[config.mk]
export PLATFORM = sky130hd
export DESIGN_NAME = pwm_input_duty_meter_top
export DESIGN_NICKNAME = d
export VERILOG_FILES = /design/src/rtl/pidm_pkg.sv /design/src/rtl/pidm_divider.sv /design/src/rtl/pwm_input_duty_meter_top.sv
export SDC_FILE = /design/constraint.sdc
export NUM_CORES = 1
export LEC_CHECK = 0
export ABC_AREA = 1
export BUFFER_PORTS_ARGS = -buffer_cell sky130_fd_sc_hd__buf_2
export CELL_PAD_IN_SITES_DETAIL_PLACEMENT = 1
export CELL_PAD_IN_SITES_GLOBAL_PLACEMENT = 1
export CORE_MARGIN = 4
export CORE_UTILIZATION = 42
export CTS_BUF_LIST = sky130_fd_sc_hd__clkbuf_8
export DETAILED_ROUTE_END_ITERATION = 10
export PLACE_DENSITY_LB_ADDON = 0.1
export SYNTH_ARGS = -nofsm -noshare
export SYNTH_HDL_FRONTEND = slang
export SYNTH_HIERARCHICAL = 1
export SYNTH_SLANG_ARGS = --single-unit
[constraint.sdc]
create_clock -name clk -period 3.5 [get_ports clk]
set_input_delay 0.7 -clock clk [delete_from_list [all_inputs] [get_ports clk]]
set_output_delay 0.7 -clock clk [all_outputs]
set_load 0.02 [all_outputs]
[src/rtl/pidm_pkg.sv]
// ----------------------------------------------------------------------------
// PWM input duty meter package
// Shared constants, action codes and item types of the duty meter.
// ----------------------------------------------------------------------------
package pidm_pkg;

    localparam int CAPTURE_BITS       = 16;
    localparam int DUTY_FRACTION_BITS = 12;
    localparam int DUTY_BITS          = DUTY_FRACTION_BITS + 1;
    localparam int STEP_BITS          = $clog2(DUTY_BITS);
    localparam int COUNT_BITS         = 8;
    localparam int WRONG_BITS         = 16;

    localparam logic [1:0] ACT_RISE = 2'd0;
    localparam logic [1:0] ACT_FALL = 2'd1;
    localparam logic [1:0] ACT_OVF  = 2'd2;

    localparam logic [COUNT_BITS-1:0] COUNT_MAX   = {COUNT_BITS{1'b1}};
    localparam logic [WRONG_BITS-1:0] WRONG_MAX   = {WRONG_BITS{1'b1}};
    localparam logic [COUNT_BITS-1:0] LIMIT_RESET = 8'd10;

    typedef struct packed {
        logic [1:0]              action;
        logic [CAPTURE_BITS-1:0] period_capture;
        logic [CAPTURE_BITS-1:0] high_capture;
    } item_t;

    typedef struct packed {
        logic [DUTY_BITS-1:0]  duty;
        logic                  no_signal;
        logic                  math_error;
        logic [WRONG_BITS-1:0] wrong_count;
    } result_t;

endpackage

[src/rtl/pidm_divider.sv]
// ----------------------------------------------------------------------------
// PWM input duty meter divider
// Restoring divider giving floor(high * 2^DUTY_FRACTION_BITS / period), one
// quotient bit per cycle. The operands must satisfy high <= period, period > 0.
// ----------------------------------------------------------------------------
module pidm_divider
    import pidm_pkg::*;
(
    input  logic                    clk,
    input  logic                    rst_n,
    input  logic                    start,
    input  logic [CAPTURE_BITS-1:0] dividend,
    input  logic [CAPTURE_BITS-1:0] divisor,
    output logic                    done,
    output logic [DUTY_BITS-1:0]    quotient
);

    localparam logic [STEP_BITS-1:0] LAST_STEP = STEP_BITS'(DUTY_FRACTION_BITS);

    logic                    busy_reg;
    logic                    done_reg;
    logic [STEP_BITS-1:0]    step_reg;
    logic [CAPTURE_BITS:0]   rem_reg;
    logic [CAPTURE_BITS-1:0] div_reg;
    logic [DUTY_BITS-1:0]    quot_reg;

    logic [CAPTURE_BITS:0]   trial;
    logic                    fits;

    always_comb
    begin
        if (step_reg == '0)
        begin
            trial = rem_reg;
        end
        else
        begin
            trial = {rem_reg[CAPTURE_BITS-1:0], 1'b0};
        end
        fits = (trial >= {1'b0, div_reg});
    end

    always_ff @(posedge clk or negedge rst_n)
    begin
        if (!rst_n)
        begin
            busy_reg <= 1'b0;
            done_reg <= 1'b0;
            step_reg <= '0;
        end
        else
        begin
            done_reg <= 1'b0;
            if (start)
            begin
                busy_reg <= 1'b1;
                step_reg <= '0;
            end
            else if (busy_reg)
            begin
                if (step_reg == LAST_STEP)
                begin
                    busy_reg <= 1'b0;
                    done_reg <= 1'b1;
                end
                step_reg <= step_reg + 1'b1;
            end
        end
    end

    always_ff @(posedge clk)
    begin
        if (start)
        begin
            rem_reg  <= {1'b0, dividend};
            div_reg  <= divisor;
            quot_reg <= '0;
        end
        else if (busy_reg)
        begin
            rem_reg  <= fits ? (trial - {1'b0, div_reg}) : trial;
            quot_reg <= {quot_reg[DUTY_BITS-2:0], fits};
        end
    end

    assign done     = done_reg;
    assign quotient = quot_reg;

endmodule

[src/rtl/pwm_input_duty_meter_top.sv]
// ----------------------------------------------------------------------------
// PWM input duty meter
// Keeps the duty cycle, lost-signal flag and error statistics of a PWM input
// from rising-edge, falling-edge and timer-overflow capture items.
// ----------------------------------------------------------------------------
// Usage: each capture item enters on the item channel (valid/ready) and gives
// exactly one result item on the result channel, showing the state after it.
// An item that needs a new duty value passes through a shared restoring
// divider producing one quotient bit per cycle, then through the done state
// into the output register; other items go from acceptance straight to the
// done state. The input is not ready while an item is being worked on. The
// result sits in an output register, so the next item is accepted while a
// result waits; if the receiver stalls, the following item is held finished
// until the register is free. The user must write the no-signal limit
// through cfg_we and cfg_wdata only while the block is idle; the block does
// not enforce this. Reset clears all statistics, sets the limit to ten and
// arms the first-rising-edge handling; no result is pending after reset.
// ----------------------------------------------------------------------------
module pwm_input_duty_meter_top
    import pidm_pkg::*;
(
    input  logic                  clk,
    input  logic                  rst_n,
    input  logic                  item_valid,
    output logic                  item_ready,
    input  item_t                 item_data,
    output logic                  result_valid,
    input  logic                  result_ready,
    output result_t               result_data,
    input  logic                  cfg_we,
    input  logic [COUNT_BITS-1:0] cfg_wdata
);

    localparam logic [1:0] ST_IDLE   = 2'd0;
    localparam logic [1:0] ST_DIVIDE = 2'd1;
    localparam logic [1:0] ST_DONE   = 2'd2;

    logic [1:0]            state_reg;
    logic [1:0]            state_next;
    item_t                 item_reg;
    logic [COUNT_BITS-1:0] limit_reg;
    logic                  first_reg;
    logic [DUTY_BITS-1:0]  duty_reg;
    logic [COUNT_BITS-1:0] count_reg;
    logic                  lost_reg;
    logic                  error_reg;
    logic [WRONG_BITS-1:0] wrong_reg;
    logic                  out_valid_reg;
    result_t               out_reg;

    logic                  first_next;
    logic [DUTY_BITS-1:0]  duty_next;
    logic [COUNT_BITS-1:0] count_next;
    logic                  lost_next;
    logic                  error_next;
    logic [WRONG_BITS-1:0] wrong_next;

    logic                  accept;
    logic                  commit;
    logic                  need_div;
    logic                  in_high_gt;
    logic                  in_zero;
    logic                  high_gt;
    logic                  period_zero;
    logic [COUNT_BITS-1:0] count_inc;
    logic                  div_done;
    logic [DUTY_BITS-1:0]  quotient;

    assign item_ready = (state_reg == ST_IDLE);
    assign accept     = item_valid && item_ready;
    assign commit     = (state_reg == ST_DONE) && (!out_valid_reg || result_ready);

    assign in_high_gt = (item_data.high_capture > item_data.period_capture);
    assign in_zero    = (item_data.period_capture == '0);
    assign need_div   = !in_high_gt && !in_zero &&
                        ((item_data.action == ACT_OVF) ||
                         ((item_data.action == ACT_RISE) && !first_reg));

    pidm_divider u_divider (
        .clk      (clk),
        .rst_n    (rst_n),
        .start    (accept && need_div),
        .dividend (item_data.high_capture),
        .divisor  (item_data.period_capture),
        .done     (div_done),
        .quotient (quotient)
    );

    always_comb
    begin
        state_next = state_reg;
        case (state_reg)
            ST_IDLE:
            begin
                if (accept)
                begin
                    state_next = need_div ? ST_DIVIDE : ST_DONE;
                end
            end
            ST_DIVIDE:
            begin
                if (div_done)
                begin
                    state_next = ST_DONE;
                end
            end
            ST_DONE:
            begin
                if (commit)
                begin
                    state_next = ST_IDLE;
                end
            end
            default:
            begin
                state_next = ST_IDLE;
            end
        endcase
    end

    always_comb
    begin
        high_gt     = (item_reg.high_capture > item_reg.period_capture);
        period_zero = (item_reg.period_capture == '0);
        count_inc   = (count_reg != COUNT_MAX) ? count_reg + 1'b1 : count_reg;
        first_next  = first_reg;
        duty_next   = duty_reg;
        count_next  = count_reg;
        lost_next   = lost_reg;
        error_next  = error_reg;
        wrong_next  = wrong_reg;
        case (item_reg.action)
            ACT_RISE:
            begin
                if (first_reg)
                begin
                    first_next = 1'b0;
                    duty_next  = '0;
                end
                else
                begin
                    count_next = '0;
                    if (high_gt)
                    begin
                        error_next = 1'b1;
                        if (wrong_reg != WRONG_MAX)
                        begin
                            wrong_next = wrong_reg + 1'b1;
                        end
                    end
                    else if (period_zero)
                    begin
                        error_next = 1'b1;
                    end
                    else
                    begin
                        duty_next = quotient;
                    end
                end
            end
            ACT_OVF:
            begin
                count_next = count_inc;
                if (high_gt)
                begin
                    duty_next  = '0;
                    error_next = 1'b1;
                end
                else if (!period_zero)
                begin
                    duty_next = quotient;
                end
                if (count_inc > limit_reg)
                begin
                    duty_next = '0;
                    lost_next = 1'b1;
                end
                else if (count_inc < limit_reg)
                begin
                    lost_next = 1'b0;
                end
            end
            default:
            begin
                first_next = first_reg;
            end
        endcase
    end

    always_ff @(posedge clk or negedge rst_n)
    begin
        if (!rst_n)
        begin
            state_reg     <= ST_IDLE;
            limit_reg     <= LIMIT_RESET;
            first_reg     <= 1'b1;
            duty_reg      <= '0;
            count_reg     <= '0;
            lost_reg      <= 1'b0;
            error_reg     <= 1'b0;
            wrong_reg     <= '0;
            out_valid_reg <= 1'b0;
        end
        else
        begin
            state_reg <= state_next;
            if (cfg_we)
            begin
                limit_reg <= cfg_wdata;
            end
            if (commit)
            begin
                first_reg     <= first_next;
                duty_reg      <= duty_next;
                count_reg     <= count_next;
                lost_reg      <= lost_next;
                error_reg     <= error_next;
                wrong_reg     <= wrong_next;
                out_valid_reg <= 1'b1;
            end
            else if (result_ready)
            begin
                out_valid_reg <= 1'b0;
            end
        end
    end

    always_ff @(posedge clk)
    begin
        if (accept)
        begin
            item_reg <= item_data;
        end
        if (commit)
        begin
            out_reg.duty        <= duty_next;
            out_reg.no_signal   <= lost_next;
            out_reg.math_error  <= error_next;
            out_reg.wrong_count <= wrong_next;
        end
    end

    assign result_valid = out_valid_reg;
    assign result_data  = out_reg;

    a_div_done_in_divide: assert property (@(posedge clk) disable iff (!rst_n)
        div_done |-> (state_reg == ST_DIVIDE))
        else $error("Divider finished outside the divide state.");

    a_duty_in_range: assert property (@(posedge clk) disable iff (!rst_n)
        duty_reg <= (DUTY_BITS'(1) << DUTY_FRACTION_BITS))
        else $error("Duty value exceeds full scale.");

    a_wrong_monotonic: assert property (@(posedge clk) disable iff (!rst_n)
        wrong_reg >= $past(wrong_reg))
        else $error("Invalid capture count decreased.");

    a_first_cleared_by_rise: assert property (@(posedge clk) disable iff (!rst_n)
        $fell(first_reg) |-> $past(commit && (item_reg.action == ACT_RISE)))
        else $error("First-edge flag cleared without a rising-edge item.");

    a_error_sticky: assert property (@(posedge clk) disable iff (!rst_n)
        $past(error_reg) |-> error_reg)
        else $error("Error flag cleared outside reset.");

endmodule
==> impl_metrics.yaml <==
status:
  status: "finished, final reports clean"
clock_network:
  clk_pin_slew_ps: 120
  cts_buffer_depth: 2
  holdBufCountCts: 0
  cts_root_buf: "clkbuf_8"
  cts_tree: "yes"
  cts.sinks: 168
  cts_inserted_buffers: 17
  h-tree-depth: 4
  clock_latency_ps: 470
yosys:
  synth_area_um2: 10400
  ys_async_sr_fraction_pct: 33.9
  syn_area_per_cell_um2: 7.97
  syn_inst: 1301
  synth_edf_count: 97
  syn-num-nets: 1409
  ys.warnings.count: 6
  ys_ff_latch: 168
  seq_area_frac_synth_pct: 44.6
  synth.distinct_cells: 52
  synthFlopType: "edfxtp_1"
drt:
  initialDrtViolationCount: 506
  wirelength_mm: 27.2
  vias: 8694
  wl_per_cell_um: 15.8
  ant_nets: 0
  drt_first_pass_iters: 5
  viasPerCell: 5.05
  drc: 0
die:
  start_util_pct: 42.6
  rows: 57
  die_x_um: 165
  dieArea_um2: 27300
  die_y_um: 165
  coreArea_um2: 24300
  ioPinCount: 80
timing:
  fmax_mhz: 314
  fin_crit_sh_pct: 91.1
  hold_violations: 0
  fin_ws_ps: 311
  drv_slew: 0
  setup_viol: 0
  fin_worst_skew_ps: 22.0
  min_period_ps: 3190
  rsz0062_at_grt: "false"
  setup_tns_ps: 0
  slew_headroom_pct: 52.3
  worstMarginPinSlew_ps: 716
pwr:
  p_leak_uw: 0.00576
  pwr_density_cell_nw_per_um2: 854
  vdd_drop_max_mv: 0.671
place:
  io_buffers: 79
  dp.final_hpwl_mm: 21.0
  gp_congestion: 0.823
  place_ws_ps: 229
global_routing:
  grt_antenna_before_repair: 0
  grt_overflow: 0
  grt_use_total_pct: 20.8
  grt_max_degree: 71
  grt_pass1_vias: 8765
  grt_pass1_wl_mm: 45.2
hold_path:
  worstHoldPathType: "input pin to async pin"
run:
  maxCapViolations: 0
setup_path:
  endpoint_kind: "register"
  start_kind: "register"
  crit_fanout: 26
  cp.arrival_ps: 3410
  critical_path_class: "register to register"
  required_ps: 3720
cells_and_area:
  antenna_cells: 0
  final_nets: 1492
  layout-drive-gt1-share_pct: 14.0
  largest_reg_flops: 34
  syn_to_final_growth_pct: 11.7
metal layers:
layer / vias up / part of all wire (%) / wire [µm] / track usage, %
li1: 4348 / - / - / -
met1: 4207 / 52 / 14100 / 31.4
met2: 120 / 44 / 12100 / 32.1
met3: 19 / 3.0 / 826 / 2.38
met4: 0 / 1.0 / 271 / 4.95
met5: - / 0 / 0 / 0
report_power, final:
group          leakage (µW)  internal [µW]  switching (µW)
Clock              0.000208            548             881
Combinational       0.00379           1700            3480
Sequential          0.00176           2940             346
Total               0.00576           5190            4710
area by class of cell:
cell class / count / area, µm²
Multi-Input combinational cell: 854 / 4660
Clock buffer: 17 / 234
Inverter: 244 / 918
Sequential cell: 168 / 4620
Clock inverter: 15 / 185
Tap cell: 324 / 405
Fill cell: 3017 / 12700
Timing Repair Buffer: 99 / 558
final timing paths:
path,to,slack (ps),cells past startpoint,startpoint
max in group asynchronous,duty_reg[9],2540,2,rst_n
min reg2reg,error_reg,480,2,error_reg
max,u_divider/rem_reg[2],310,15,u_divider/step_reg[1]
min in group clk,result_valid,410,2,result_ready
max reg2reg,u_divider/rem_reg[2],310,15,u_divider/step_reg[1]
min,wrong_reg[0],220,1,rst_n
worst max-delay path, cell delays in order (launching register included):
cell	delay, ps
dfrtp_1	440
inv_1	100
ha_2	300
nand2_4	190
nor2_1	140
a21oi_1	100
ha_1	410
nand2_1	150
nor2_1	180
nand3_2	130
inv_1	110
nand3_4	240
nand2_8	230
nand2_1	80
nand3_1	100
nand2_1	60
synthesized netlist by cell type, drive strengths merged (6+ instances only):
library cell	count	area, µm²
o21ai	51	263
o21a	12	90.1
nor2	69	353
o22ai	14	87.6
edfxtp	97	2910
inv	241	907
nor3	12	80.1
and2	6	37.5
nand3b	18	139
nand4	27	169
dfxtp	14	280
dfrtp	54	1350
buf	20	140
nand2	399	1530
ha	60	751
a21oi	39	195
clkbuf	15	56.3
xor2	9	93.8
xnor2	6	52.6
nand3	117	658
layout by cell type (no fill, tap or decap), drive strengths merged, types with 2 or more instances in the layout:
master / count
edfxtp: 97
a21oi: 39
nand4: 27
a31oi: 2
and2: 6
dfstp: 3
dfxtp: 14
or2: 2
clkinv: 13
nand2: 399
ha: 60
o22ai: 14
xor2: 9
nor4: 3
nor3: 12
xnor2: 6
inv: 246
clkbuf: 17
nor2: 69
o21ai: 51
dfrtp: 54
nand3b: 18
nand3: 117
o21a: 12
buf: 99
metrics by stage:
stage          area (µm²)  hold WS, ps  utilization, %  instances  power (µW)
2_1_floorplan       10400          404               -       1301        7040
3_3_place_gp        11100          446            45.8       1689        8340
4_1_cts             11600          210            47.6       1721        9950
3_5_place_dp        11100          461            45.8       1689        8470
6_report            11600          225            47.6       1721        9890
5_1_grt             11600          227            47.6       1721       10800
cell families (layout without fill, tap and decap cells):
kind of cell,Yosys count,after routing,synth area share (%)
AO/OA/AOI/OAI,123,123,6.64
AND/OR/NAND/NOR,653,653,28.9
adder cells (fa/ha/maj),61,61,7.44
XOR/XNOR,15,15,1.41
multiplexers,2,2,0.205
buffers and inverters,279,375,10.8
flip-flops,168,168,44.6
repair_timing:
action / in CTS / in global routing
setup endpoints to repair: 0 / 16
resized for setup: 0 / 2
setup buffers: 0 / 0
Power figures use the tool's default switching activity.
